`src/rtl/core/wa_pkg.sv`:
```
`timescale 1ns / 1ps
// ----------------------------------------------------------------------------
// wa_pkg
// shared types and constants for the wirelength exponential-term core
// ----------------------------------------------------------------------------
package wa_pkg;

  // float unit operation codes
  typedef enum logic [1:0] {
    FP_ADD = 2'd0,
    FP_SUB = 2'd1,
    FP_MUL = 2'd2
  } fp_op_t;

  localparam logic [31:0] FP_ONE  = 32'h3F80_0000;
  localparam logic [31:0] FP_DNAN = 32'hFFC0_0000;  // default quiet nan
  localparam logic [31:0] FP_QBIT = 32'h0040_0000;

  // register index, taken from paddr[2]
  localparam logic REG_PINS  = 1'b0;
  localparam logic REG_GAMMA = 1'b1;

  localparam logic [6:0]  PINS_RESET  = 7'd2;
  localparam logic [31:0] GAMMA_RESET = 32'h3F80_0000;

  // unit request and response
  typedef struct packed {
    logic        start;
    fp_op_t      op;
    logic [31:0] a;
    logic [31:0] b;
  } fp_req_t;

  typedef struct packed {
    logic        done;
    logic [31:0] res;
  } fp_rsp_t;

endpackage

```
`src/rtl/core/wa_fpu.sv`:
```
`timescale 1ns / 1ps
// ----------------------------------------------------------------------------
// wa_fpu
// three-stage ieee single add/sub/mul unit, round to nearest even
// ----------------------------------------------------------------------------
module wa_fpu import wa_pkg::*; (
  input  logic    clk,
  input  logic    rst,
  input  fp_req_t req,
  output fp_rsp_t rsp
);

  // stage a: unpack, specials, multiply or align and add
  logic        sa, sb, sbe;
  logic [7:0]  ea, eb, ea1, eb1;
  logic [22:0] fa, fb;
  logic [23:0] ma, mb;
  logic        a_nan, b_nan, a_inf, b_inf, a_zero, b_zero;
  logic        a_spec;
  logic [31:0] a_sres;
  logic [47:0] a_w;
  logic [11:0] a_x;
  logic        a_sign;
  logic        a_big;
  logic [7:0]  e_big, e_sml, d;
  logic [4:0]  dcl;
  logic [23:0] m_big, m_sml;
  logic [53:0] al;
  logic [26:0] sml27;
  logic [27:0] sum;
  logic        s_big;

  always_comb begin
    sa = req.a[31]; ea = req.a[30:23]; fa = req.a[22:0];
    sb = req.b[31]; eb = req.b[30:23]; fb = req.b[22:0];
    sbe = (req.op == FP_SUB) ? ~sb : sb;
    a_nan  = (ea == 8'hFF) && (fa != 23'd0);
    b_nan  = (eb == 8'hFF) && (fb != 23'd0);
    a_inf  = (ea == 8'hFF) && (fa == 23'd0);
    b_inf  = (eb == 8'hFF) && (fb == 23'd0);
    a_zero = (ea == 8'd0) && (fa == 23'd0);
    b_zero = (eb == 8'd0) && (fb == 23'd0);
    ea1 = (ea == 8'd0) ? 8'd1 : ea;
    eb1 = (eb == 8'd0) ? 8'd1 : eb;
    ma  = {ea != 8'd0, fa};
    mb  = {eb != 8'd0, fb};

    a_spec = 1'b1;
    a_sres = FP_DNAN;
    if (a_nan) begin
      a_sres = req.a | FP_QBIT;
    end else if (b_nan) begin
      a_sres = req.b | FP_QBIT;
    end else if (req.op == FP_MUL) begin
      if ((a_inf && b_zero) || (b_inf && a_zero)) begin
        a_sres = FP_DNAN;
      end else if (a_inf || b_inf) begin
        a_sres = {sa ^ sb, 8'hFF, 23'd0};
      end else begin
        a_spec = 1'b0;
      end
    end else begin
      if (a_inf && b_inf && (sa != sbe)) begin
        a_sres = FP_DNAN;
      end else if (a_inf) begin
        a_sres = req.a;
      end else if (b_inf) begin
        a_sres = {sbe, 8'hFF, 23'd0};
      end else begin
        a_spec = 1'b0;
      end
    end

    // alignment for add
    a_big = {ea1, ma} >= {eb1, mb};
    e_big = a_big ? ea1 : eb1;
    e_sml = a_big ? eb1 : ea1;
    m_big = a_big ? ma : mb;
    m_sml = a_big ? mb : ma;
    s_big = a_big ? sa : sbe;
    d     = e_big - e_sml;
    dcl   = (d > 8'd27) ? 5'd27 : d[4:0];
    al    = {m_sml, 3'b000, 27'd0} >> dcl;
    sml27 = al[53:27] | {26'd0, |al[26:0]};
    if (sa == sbe) begin
      sum = {1'b0, m_big, 3'b000} + {1'b0, sml27};
    end else begin
      sum = {1'b0, m_big, 3'b000} - {1'b0, sml27};
    end

    if (req.op == FP_MUL) begin
      a_w    = ma * mb;
      a_x    = {4'd0, ea1} + {4'd0, eb1} - 12'd300;
      a_sign = sa ^ sb;
    end else begin
      a_w    = {20'd0, sum};
      a_x    = {4'd0, e_big} - 12'd153;
      a_sign = (sum == 28'd0) ? (sa & sbe) : s_big;
    end
  end

  logic        va, vb, vc;
  logic [47:0] wa_q, wb_q;
  logic [11:0] xa_q, tb_q, sb_q;
  logic        sga_q, sgb_q, spa_q, spb_q, zb_q;
  logic [31:0] sra_q, srb_q, res_q;

  always_ff @(posedge clk) begin
    wa_q  <= a_w;
    xa_q  <= a_x;
    sga_q <= a_sign;
    spa_q <= a_spec;
    sra_q <= a_sres;
  end

  // stage b: leading one and shift amount
  logic [5:0]  lead;
  logic [11:0] xl, t_n;

  always_comb begin
    lead = 6'd0;
    for (int i = 0; i < 48; i++) begin
      if (wa_q[i]) lead = 6'(i);
    end
    xl  = xa_q + {6'd0, lead} - 12'd23;
    t_n = ($signed(xl) < -12'sd149) ? 12'hF6B : xl;  // -149
  end

  always_ff @(posedge clk) begin
    wb_q  <= wa_q;
    tb_q  <= t_n;
    sb_q  <= t_n - xa_q;
    sgb_q <= sga_q;
    spb_q <= spa_q;
    srb_q <= sra_q;
    zb_q  <= (wa_q == 48'd0);
  end

  // stage c: shift, round, pack
  logic [5:0]  scl, lsh;
  logic [97:0] sh;
  logic [47:0] wl;
  logic [23:0] m;
  logic        g, st, inc;
  logic [24:0] mr;
  logic [11:0] fld;
  logic [22:0] frac;
  logic [31:0] res_n;

  always_comb begin
    lsh = 6'(-sb_q);
    scl = ($signed(sb_q) > 12'sd50) ? 6'd50 : sb_q[5:0];
    sh  = {wb_q, 50'd0} >> scl;
    wl  = wb_q << lsh;
    if ($signed(sb_q) <= 12'sd0) begin
      m = wl[23:0]; g = 1'b0; st = 1'b0;
    end else begin
      m = sh[73:50]; g = sh[49]; st = |sh[48:0];
    end
    inc = g & (st | m[0]);
    mr  = {1'b0, m} + {24'd0, inc};
    if (mr[24]) begin
      fld = tb_q + 12'd151; frac = 23'd0;
    end else if (mr[23]) begin
      fld = tb_q + 12'd150; frac = mr[22:0];
    end else begin
      fld = 12'd0; frac = mr[22:0];
    end
    // specials first: nan and inf operands can give a zero product or sum
    if (spb_q) begin
      res_n = srb_q;
    end else if (zb_q) begin
      res_n = {sgb_q, 31'd0};
    end else if ($signed(fld) >= 12'sd255) begin
      res_n = {sgb_q, 8'hFF, 23'd0};
    end else begin
      res_n = {sgb_q, fld[7:0], frac};
    end
  end

  always_ff @(posedge clk) begin
    res_q <= res_n;
  end

  always_ff @(posedge clk) begin
    if (rst) begin
      va <= 1'b0; vb <= 1'b0; vc <= 1'b0;
    end else begin
      va <= req.start; vb <= va; vc <= vb;
    end
  end

  assign rsp.done = vc;
  assign rsp.res  = res_q;

endmodule

```
`src/rtl/core/wa_wirelength_exp_weights_core.sv`:
```
`timescale 1ns / 1ps
// ----------------------------------------------------------------------------
// wa_wirelength_exp_weights_core
// weighted-average wirelength exponential terms, one shared float unit
// ----------------------------------------------------------------------------
//  channel   dir   handshake                 payload
//  s_*       in    s_tvalid / s_tready       s_tdata: coord_bits
//  m_*       out   m_tvalid / m_tready       m_tdata: a_plus, a_minus, pin_slot;
//                                            m_tlast: last_of_run
//  apb       in    psel/penable/pwrite       paddr 0: pins_per_net, 4: 1/gamma
//
//  the max pin is only stored as net_max; every other pin runs exponential
//  terms on the shared three-stage float unit, (SQUARINGS + 4) operations
//  per term, each issued after the result of the one before: the min pin
//  one term, other pins two terms; each result is then loaded into the
//  output register
//  s_tready is high only while the sequencer is idle; a stalled output holds
//  the result register and the sequencer waits before loading the next one
//  synchronous active-high reset clears position, net bounds and registers
module wa_wirelength_exp_weights_core import wa_pkg::*; #(
  parameter int MAX_PINS  = 64,
  parameter int SQUARINGS = 16
) (
  input  logic        clk,
  input  logic        rst,
  // slave stream
  input  logic        s_tvalid,
  output logic        s_tready,
  input  logic [31:0] s_tdata,    // [31:0] coord_bits
  // master stream
  output logic        m_tvalid,
  input  logic        m_tready,
  output logic [71:0] m_tdata,    // [31:0] a_plus_bits, [63:32] a_minus_bits,
                                  // [69:64] pin_slot, [71:70] zero
  output logic        m_tlast,    // last_of_run
  // config port
  input  logic        psel,
  input  logic        penable,
  input  logic        pwrite,
  input  logic [2:0]  paddr,
  input  logic [31:0] pwdata,
  output logic [31:0] prdata,
  output logic        pready
);

  localparam int PW = $clog2(MAX_PINS);
  localparam int CW = (PW + 1 > 7) ? PW + 1 : 7;
  localparam int SW = $clog2(SQUARINGS + 4);
  localparam logic [SW-1:0] LAST_STEP = SW'(SQUARINGS + 3);
  localparam logic [31:0] SCALE = {1'b0, 8'(127 - SQUARINGS), 23'd0};

  typedef enum logic [4:0] {
    S_IDLE  = 5'b00001,
    S_ISSUE = 5'b00010,
    S_WAIT  = 5'b00100,
    S_PUT_A = 5'b01000,
    S_PUT_B = 5'b10000
  } state_t;

  state_t state;

  // config registers
  logic [6:0]  pins_per_net;
  logic [31:0] gamma_recip;
  logic        reg_idx;

  assign pready  = 1'b1;
  assign reg_idx = paddr[2];

  always_ff @(posedge clk) begin
    if (rst) begin
      pins_per_net <= PINS_RESET;
      gamma_recip  <= GAMMA_RESET;
    end else if (psel && penable && pwrite) begin
      case (reg_idx)
        REG_PINS:  pins_per_net <= pwdata[6:0];
        REG_GAMMA: gamma_recip  <= pwdata;
        default:   ;
      endcase
    end
  end

  always_comb begin
    case (reg_idx)
      REG_PINS:  prdata = {25'd0, pins_per_net};
      REG_GAMMA: prdata = gamma_recip;
      default:   prdata = 32'd0;
    endcase
  end

  // net state
  logic [PW-1:0] pin_position, cur_pos;
  logic [31:0]   net_max, net_min, cur_x;
  logic [CW-1:0] n_eff, ppn, pos_inc;
  logic          in_acc;

  assign s_tready = (state == S_IDLE);
  assign in_acc   = s_tvalid && s_tready;

  // clamp the pin count into [2, MAX_PINS]
  always_comb begin
    ppn = CW'(pins_per_net);
    if (ppn < CW'(2)) n_eff = CW'(2);
    else if (ppn > CW'(MAX_PINS)) n_eff = CW'(MAX_PINS);
    else n_eff = ppn;
    pos_inc = CW'(pin_position) + CW'(1);
  end

  // sequencer registers
  logic          term;       // 0: exp(x - max), 1: exp(min - x)
  logic [SW-1:0] step;
  logic [31:0]   acc, res_plus;
  fp_req_t       req;
  fp_rsp_t       rsp;
  logic          is_min_pin;

  assign is_min_pin = (cur_pos == PW'(1));

  wa_fpu u_fpu (
    .clk (clk),
    .rst (rst),
    .req (req),
    .rsp (rsp)
  );

  // operand selection for the current step of the term
  always_comb begin
    req.start = (state == S_ISSUE);
    req.op    = FP_MUL;
    req.a     = acc;
    req.b     = acc;
    if (step == SW'(0)) begin
      req.op = FP_SUB;
      req.a  = term ? net_min : cur_x;
      req.b  = term ? cur_x : net_max;
    end else if (step == SW'(1)) begin
      req.a  = gamma_recip;
      req.b  = acc;
    end else if (step == SW'(2)) begin
      req.b  = SCALE;
    end else if (step == SW'(3)) begin
      req.op = FP_ADD;
      req.b  = FP_ONE;
    end
  end

  // output register
  logic        out_free, out_load;
  logic [31:0] ld_plus, ld_minus;
  logic [5:0]  ld_slot;
  logic        ld_last;

  assign out_free = !m_tvalid || m_tready;
  assign out_load = out_free && ((state == S_PUT_A) || (state == S_PUT_B));

  always_comb begin
    if (state == S_PUT_B) begin
      ld_plus = acc; ld_minus = FP_ONE; ld_slot = 6'd1; ld_last = 1'b1;
    end else if (is_min_pin) begin
      // max pin result of the min item
      ld_plus = FP_ONE; ld_minus = acc; ld_slot = 6'd0; ld_last = 1'b0;
    end else begin
      ld_plus = res_plus; ld_minus = acc; ld_slot = 6'(cur_pos); ld_last = 1'b1;
    end
  end

  always_ff @(posedge clk) begin
    if (out_load) begin
      m_tdata <= {2'b00, ld_slot, ld_minus, ld_plus};
      m_tlast <= ld_last;
    end
  end

  always_ff @(posedge clk) begin
    if (rst) begin
      m_tvalid <= 1'b0;
    end else if (out_load) begin
      m_tvalid <= 1'b1;
    end else if (m_tready) begin
      m_tvalid <= 1'b0;
    end
  end

  // sequencer
  always_ff @(posedge clk) begin
    if (rst) begin
      state        <= S_IDLE;
      pin_position <= '0;
      net_max      <= 32'd0;
      net_min      <= 32'd0;
      term         <= 1'b0;
      step         <= '0;
    end else begin
      case (state)
        S_IDLE: begin
          if (in_acc) begin
            pin_position <= (pos_inc >= n_eff) ? '0 : pos_inc[PW-1:0];
            cur_pos      <= pin_position;
            cur_x        <= s_tdata;
            term         <= 1'b0;
            step         <= '0;
            if (pin_position == '0) begin
              net_max <= s_tdata;
            end else begin
              if (pin_position == PW'(1)) net_min <= s_tdata;
              state <= S_ISSUE;
            end
          end
        end
        S_ISSUE: state <= S_WAIT;
        S_WAIT: begin
          if (rsp.done) begin
            acc <= rsp.res;
            if (step == LAST_STEP) begin
              step <= '0;
              if (!term) res_plus <= rsp.res;
              // the min pin needs only exp(min - max)
              if (term || is_min_pin) begin
                state <= S_PUT_A;
              end else begin
                term  <= 1'b1;
                state <= S_ISSUE;
              end
            end else begin
              step  <= step + SW'(1);
              state <= S_ISSUE;
            end
          end
        end
        S_PUT_A: begin
          if (out_free) state <= is_min_pin ? S_PUT_B : S_IDLE;
        end
        S_PUT_B: begin
          if (out_free) state <= S_IDLE;
        end
        default: state <= S_IDLE;
      endcase
    end
  end

endmodule
```
`config.mk`:
```
export PLATFORM = sky130hd
export DESIGN_NAME = wa_wirelength_exp_weights_core
export DESIGN_NICKNAME = d
export VERILOG_FILES = /design/src/rtl/core/wa_pkg.sv /design/src/rtl/core/wa_fpu.sv /design/src/rtl/core/wa_wirelength_exp_weights_core.sv
export SDC_FILE = /design/constraint.sdc
export NUM_CORES = 2
export LEC_CHECK = 0
export ABC_AREA = 1
export BUFFER_PORTS_ARGS = -buffer_cell sky130_fd_sc_hd__buf_2
export CAP_MARGIN = 5
export CORE_MARGIN = 1
export CORE_UTILIZATION = 39
export DETAILED_ROUTE_END_ITERATION = 10
export PLACE_DENSITY = 0.53
export SLEW_MARGIN = 25
export SYNTH_ARGS = -nofsm -noshare
export SYNTH_HDL_FRONTEND = slang
export SYNTH_SLANG_ARGS = --single-unit
```
`constraint.sdc`:
```
create_clock -name clk -period 9.2 [get_ports clk]
set_input_delay 0.92 -clock clk [delete_from_list [all_inputs] [get_ports clk]]
set_output_delay 0.92 -clock clk [all_outputs]
set_load 0.03 [all_outputs]
```
==> impl_metrics.yaml <==
global_route:
  grt_max_degree: 108
  grt_usage_pct: 29.0
  antenna_found_initial: 6
  grt_overflow: 0
  grt_pass1_wl_um: 289000
  grt_pass1_vias: 46925
logic_synthesis:
  yosysWarningCount: 0
  synth_most_common_cell: "nand2_1"
  synthCells: 6791
  synthTopCellsByArea: "fa_1, dfxtp_1, nand2_1"
  ys_types: 76
  synth_top_area_cell: "fa_1"
  synth_seq_cells: 530
  syn-cell-area_um2: 51100
  synth_edf_count: 173
  ys_async_sr_fraction_pct: 0
  synth_top_family_by_area: "adder cells"
  synth-compound-area-share_pct: 13.4
  synth_adder_area_share_pct: 27.3
  synthSimpleGateAreaFrac_pct: 21.3
  syn_area_per_cell_um2: 7.52
  ys.flop_type: "dfxtp_1"
  ys_seq_area_share_pct: 24.2
  synth-xor-area-share_pct: 1.71
  synth_top_cells_by_count: "nand2_1, inv_1, nor2_1"
  synth.top_cell.area_share_pct: 19.0
  synthMuxAreaShare_pct: 0.571
hold_path:
  hold_path.class: "flip-flop to flip-flop"
sta:
  hold_violations: 0
  finalWorstSetupSlack_ps: -28.4
  setup_viol: 1
  rsz0062_at_grt: "true"
  slew_headroom_pct: 29.6
  hold-worst-slack_ps: 313
  tightest_slew_ps: 1050
  fin_crit_sh_pct: 100
  fin_worst_skew_ps: 95.7
  max_freq_mhz: 108
  finalCriticalPeriod_ps: 9230
  report.final.slew_viol_count: 0
job:
  cap_viol_max_count: 0
routing:
  first_pass_iters: 8
  wl_um: 193000
  drc: 0
  detailroute.via_count: 47922
  vias_per_cell: 5.22
  postRouteAntennaNets: 0
  wl_per_cell_um: 21.0
  drt_iter0_markers: 4147
die:
  die_height_um: 364
  ios: 182
  die_area_um2: 132000
  initial_utilization_pct: 39.4
  std_cell_rows: 132
  core_um2: 130000
  chipWidth_um: 364
place:
  hpwl_um: 155000
  port_buffers: 176
  pre_cts_slack_ps: -695
  place.gp.congestion: 0.977
critical_path:
  cpPeakStageDelay_ps: 330
  path_class: "flip-flop to flip-flop"
  critPathMostFrequentCell: "nand2_1"
  critPathRequiredTime_ps: 9750
  critPathCaptureType: "flip-flop"
  cp-start-kind: "flip-flop"
  cp_slowest_cell: "dfxtp_2"
  crit_fanout: 12
  cp.arrival_ps: 9770
clock_network:
  cts_tree: "yes"
  numClockSinks: 530
  clockBufferDepth: 3
  clk_pin_slew_ps: 70
  root_buffer: "clkbuf_16"
  cts_buffers: 58
  htree_levels: 2
  ctsHoldBuffers: 0
  clk_latency_ps: 700
finish:
  syn2layout_area_growth_pct: 20.0
  nets: 8283
  layout-drive-gt1-share_pct: 17.0
status:
  violations: "setup timing"
  status: "complete, but fails checks"
cells in the final DEF (no fill, tap or decap), drive strengths merged, types with 47 or more instances in the layout:
cell type / n
a21oi: 298
a31oi: 48
buf: 816
clkbuf: 87
dfxtp: 357
edfxtp: 173
fa: 486
ha: 339
inv: 1171
nand2: 1481
nand3: 307
nand4: 82
nor2: 593
o211ai: 47
o21ai: 624
or2: 57
xor2: 73
what timing repair did:
item / in CTS / in global routing
gates cloned: 6 / 7
pin swaps: 6 / 57
endpoints found under the setup margin: 14 / 23
resized for setup: 68 / 169
setup buffers: 5 / 29
worst paths after layout:
| path | start | endpoint | slack (ps) | depth (start not counted) |
|---|---|---|---|---|
| setup / recovery | step[1]$_SDFFE_PP0P_ | u_fpu.sga_q$_DFF_P_ | -30 | 71 |
| hold / removal | u_fpu.spa_q$_SDFF_PP1_ | u_fpu.spb_q$_DFF_P_ | 310 | 0 |
| hold reg to reg | u_fpu.spa_q$_SDFF_PP1_ | u_fpu.spb_q$_DFF_P_ | 310 | 0 |
| setup reg to reg | step[1]$_SDFFE_PP0P_ | u_fpu.sga_q$_DFF_P_ | -30 | 71 |
through the flow:
step / util (%) / cell area, um^2 / setup TNS (ps) / std cells
after global placement: 44.5 / 57800 / -4040 / 9021
final: 47.2 / 61300 / -28.4 / 9179
after detailed placement: 44.5 / 57800 / -5310 / 9021
after floorplan: - / 51100 / 0 / 6800
after global routing: 47.2 / 61300 / -1460 / 9178
after CTS: 46.5 / 60300 / -10.3 / 9142
logic make-up after synthesis:
group | count (synthesis)
muxes | 29
DFF | 530
xor gates and xnor gates | 100
buffers and inverters | 1501
and+or+nand+nor | 2598
other | 2
AOI/OAI and AO/OA | 1206
adders and majority gates | 825
metal layers:
metal  GRT usage [%]  up-vias  wire [um]
met5               0        -          0
met4            11.4        0       8510
met3            3.78      312      12500
met2            47.0     1622      87200
met1            39.1    23229      84300
li1                -    22759          -
critical path, delay by kind of cell (launching register included):
| kind | cells | cell delay (ps) |
|---|---|---|
| DFF | 1 | 330 |
| adders and majority gates | 4 | 1010 |
| buffers and inverters | 11 | 1260 |
| xor gates and xnor gates | 1 | 180 |
| AOI/OAI and AO/OA | 12 | 1700 |
| and+or+nand+nor | 43 | 4550 |
state kept, by name (all words and copies together) (netlist names), 5 cells and up:
signal	flops
u_fpu.xa_q	12
u_fpu.wa_q	48
cur_x	32
u_fpu.wb_q	48
u_fpu.srb_q	32
u_fpu.tb_q	12
pin_position	6
cur_pos	6
m_tdata	70
state	5
gamma_recip	32
pins_per_net	7
step	5
u_fpu.res_q	32
u_fpu.sra_q	32
res_plus	32
acc	32
net_max	32
net_min	32
u_fpu.sb_q	12
cell type report:
cell class / instances / area [um^2]
antenna: 3 / 7.51
multi-input combinational: 4772 / 33800
clock inverter: 29 / 339
inverter: 1197 / 4550
tap: 1742 / 2180
timing repair buffer: 825 / 6420
sequential: 530 / 12400
clock buffer: 81 / 1670
fill: 13151 / 68500
Power is left out: the tool's default activity adds up to more than one toggle a clock period on the data nets, which glitch-free logic cannot reach.
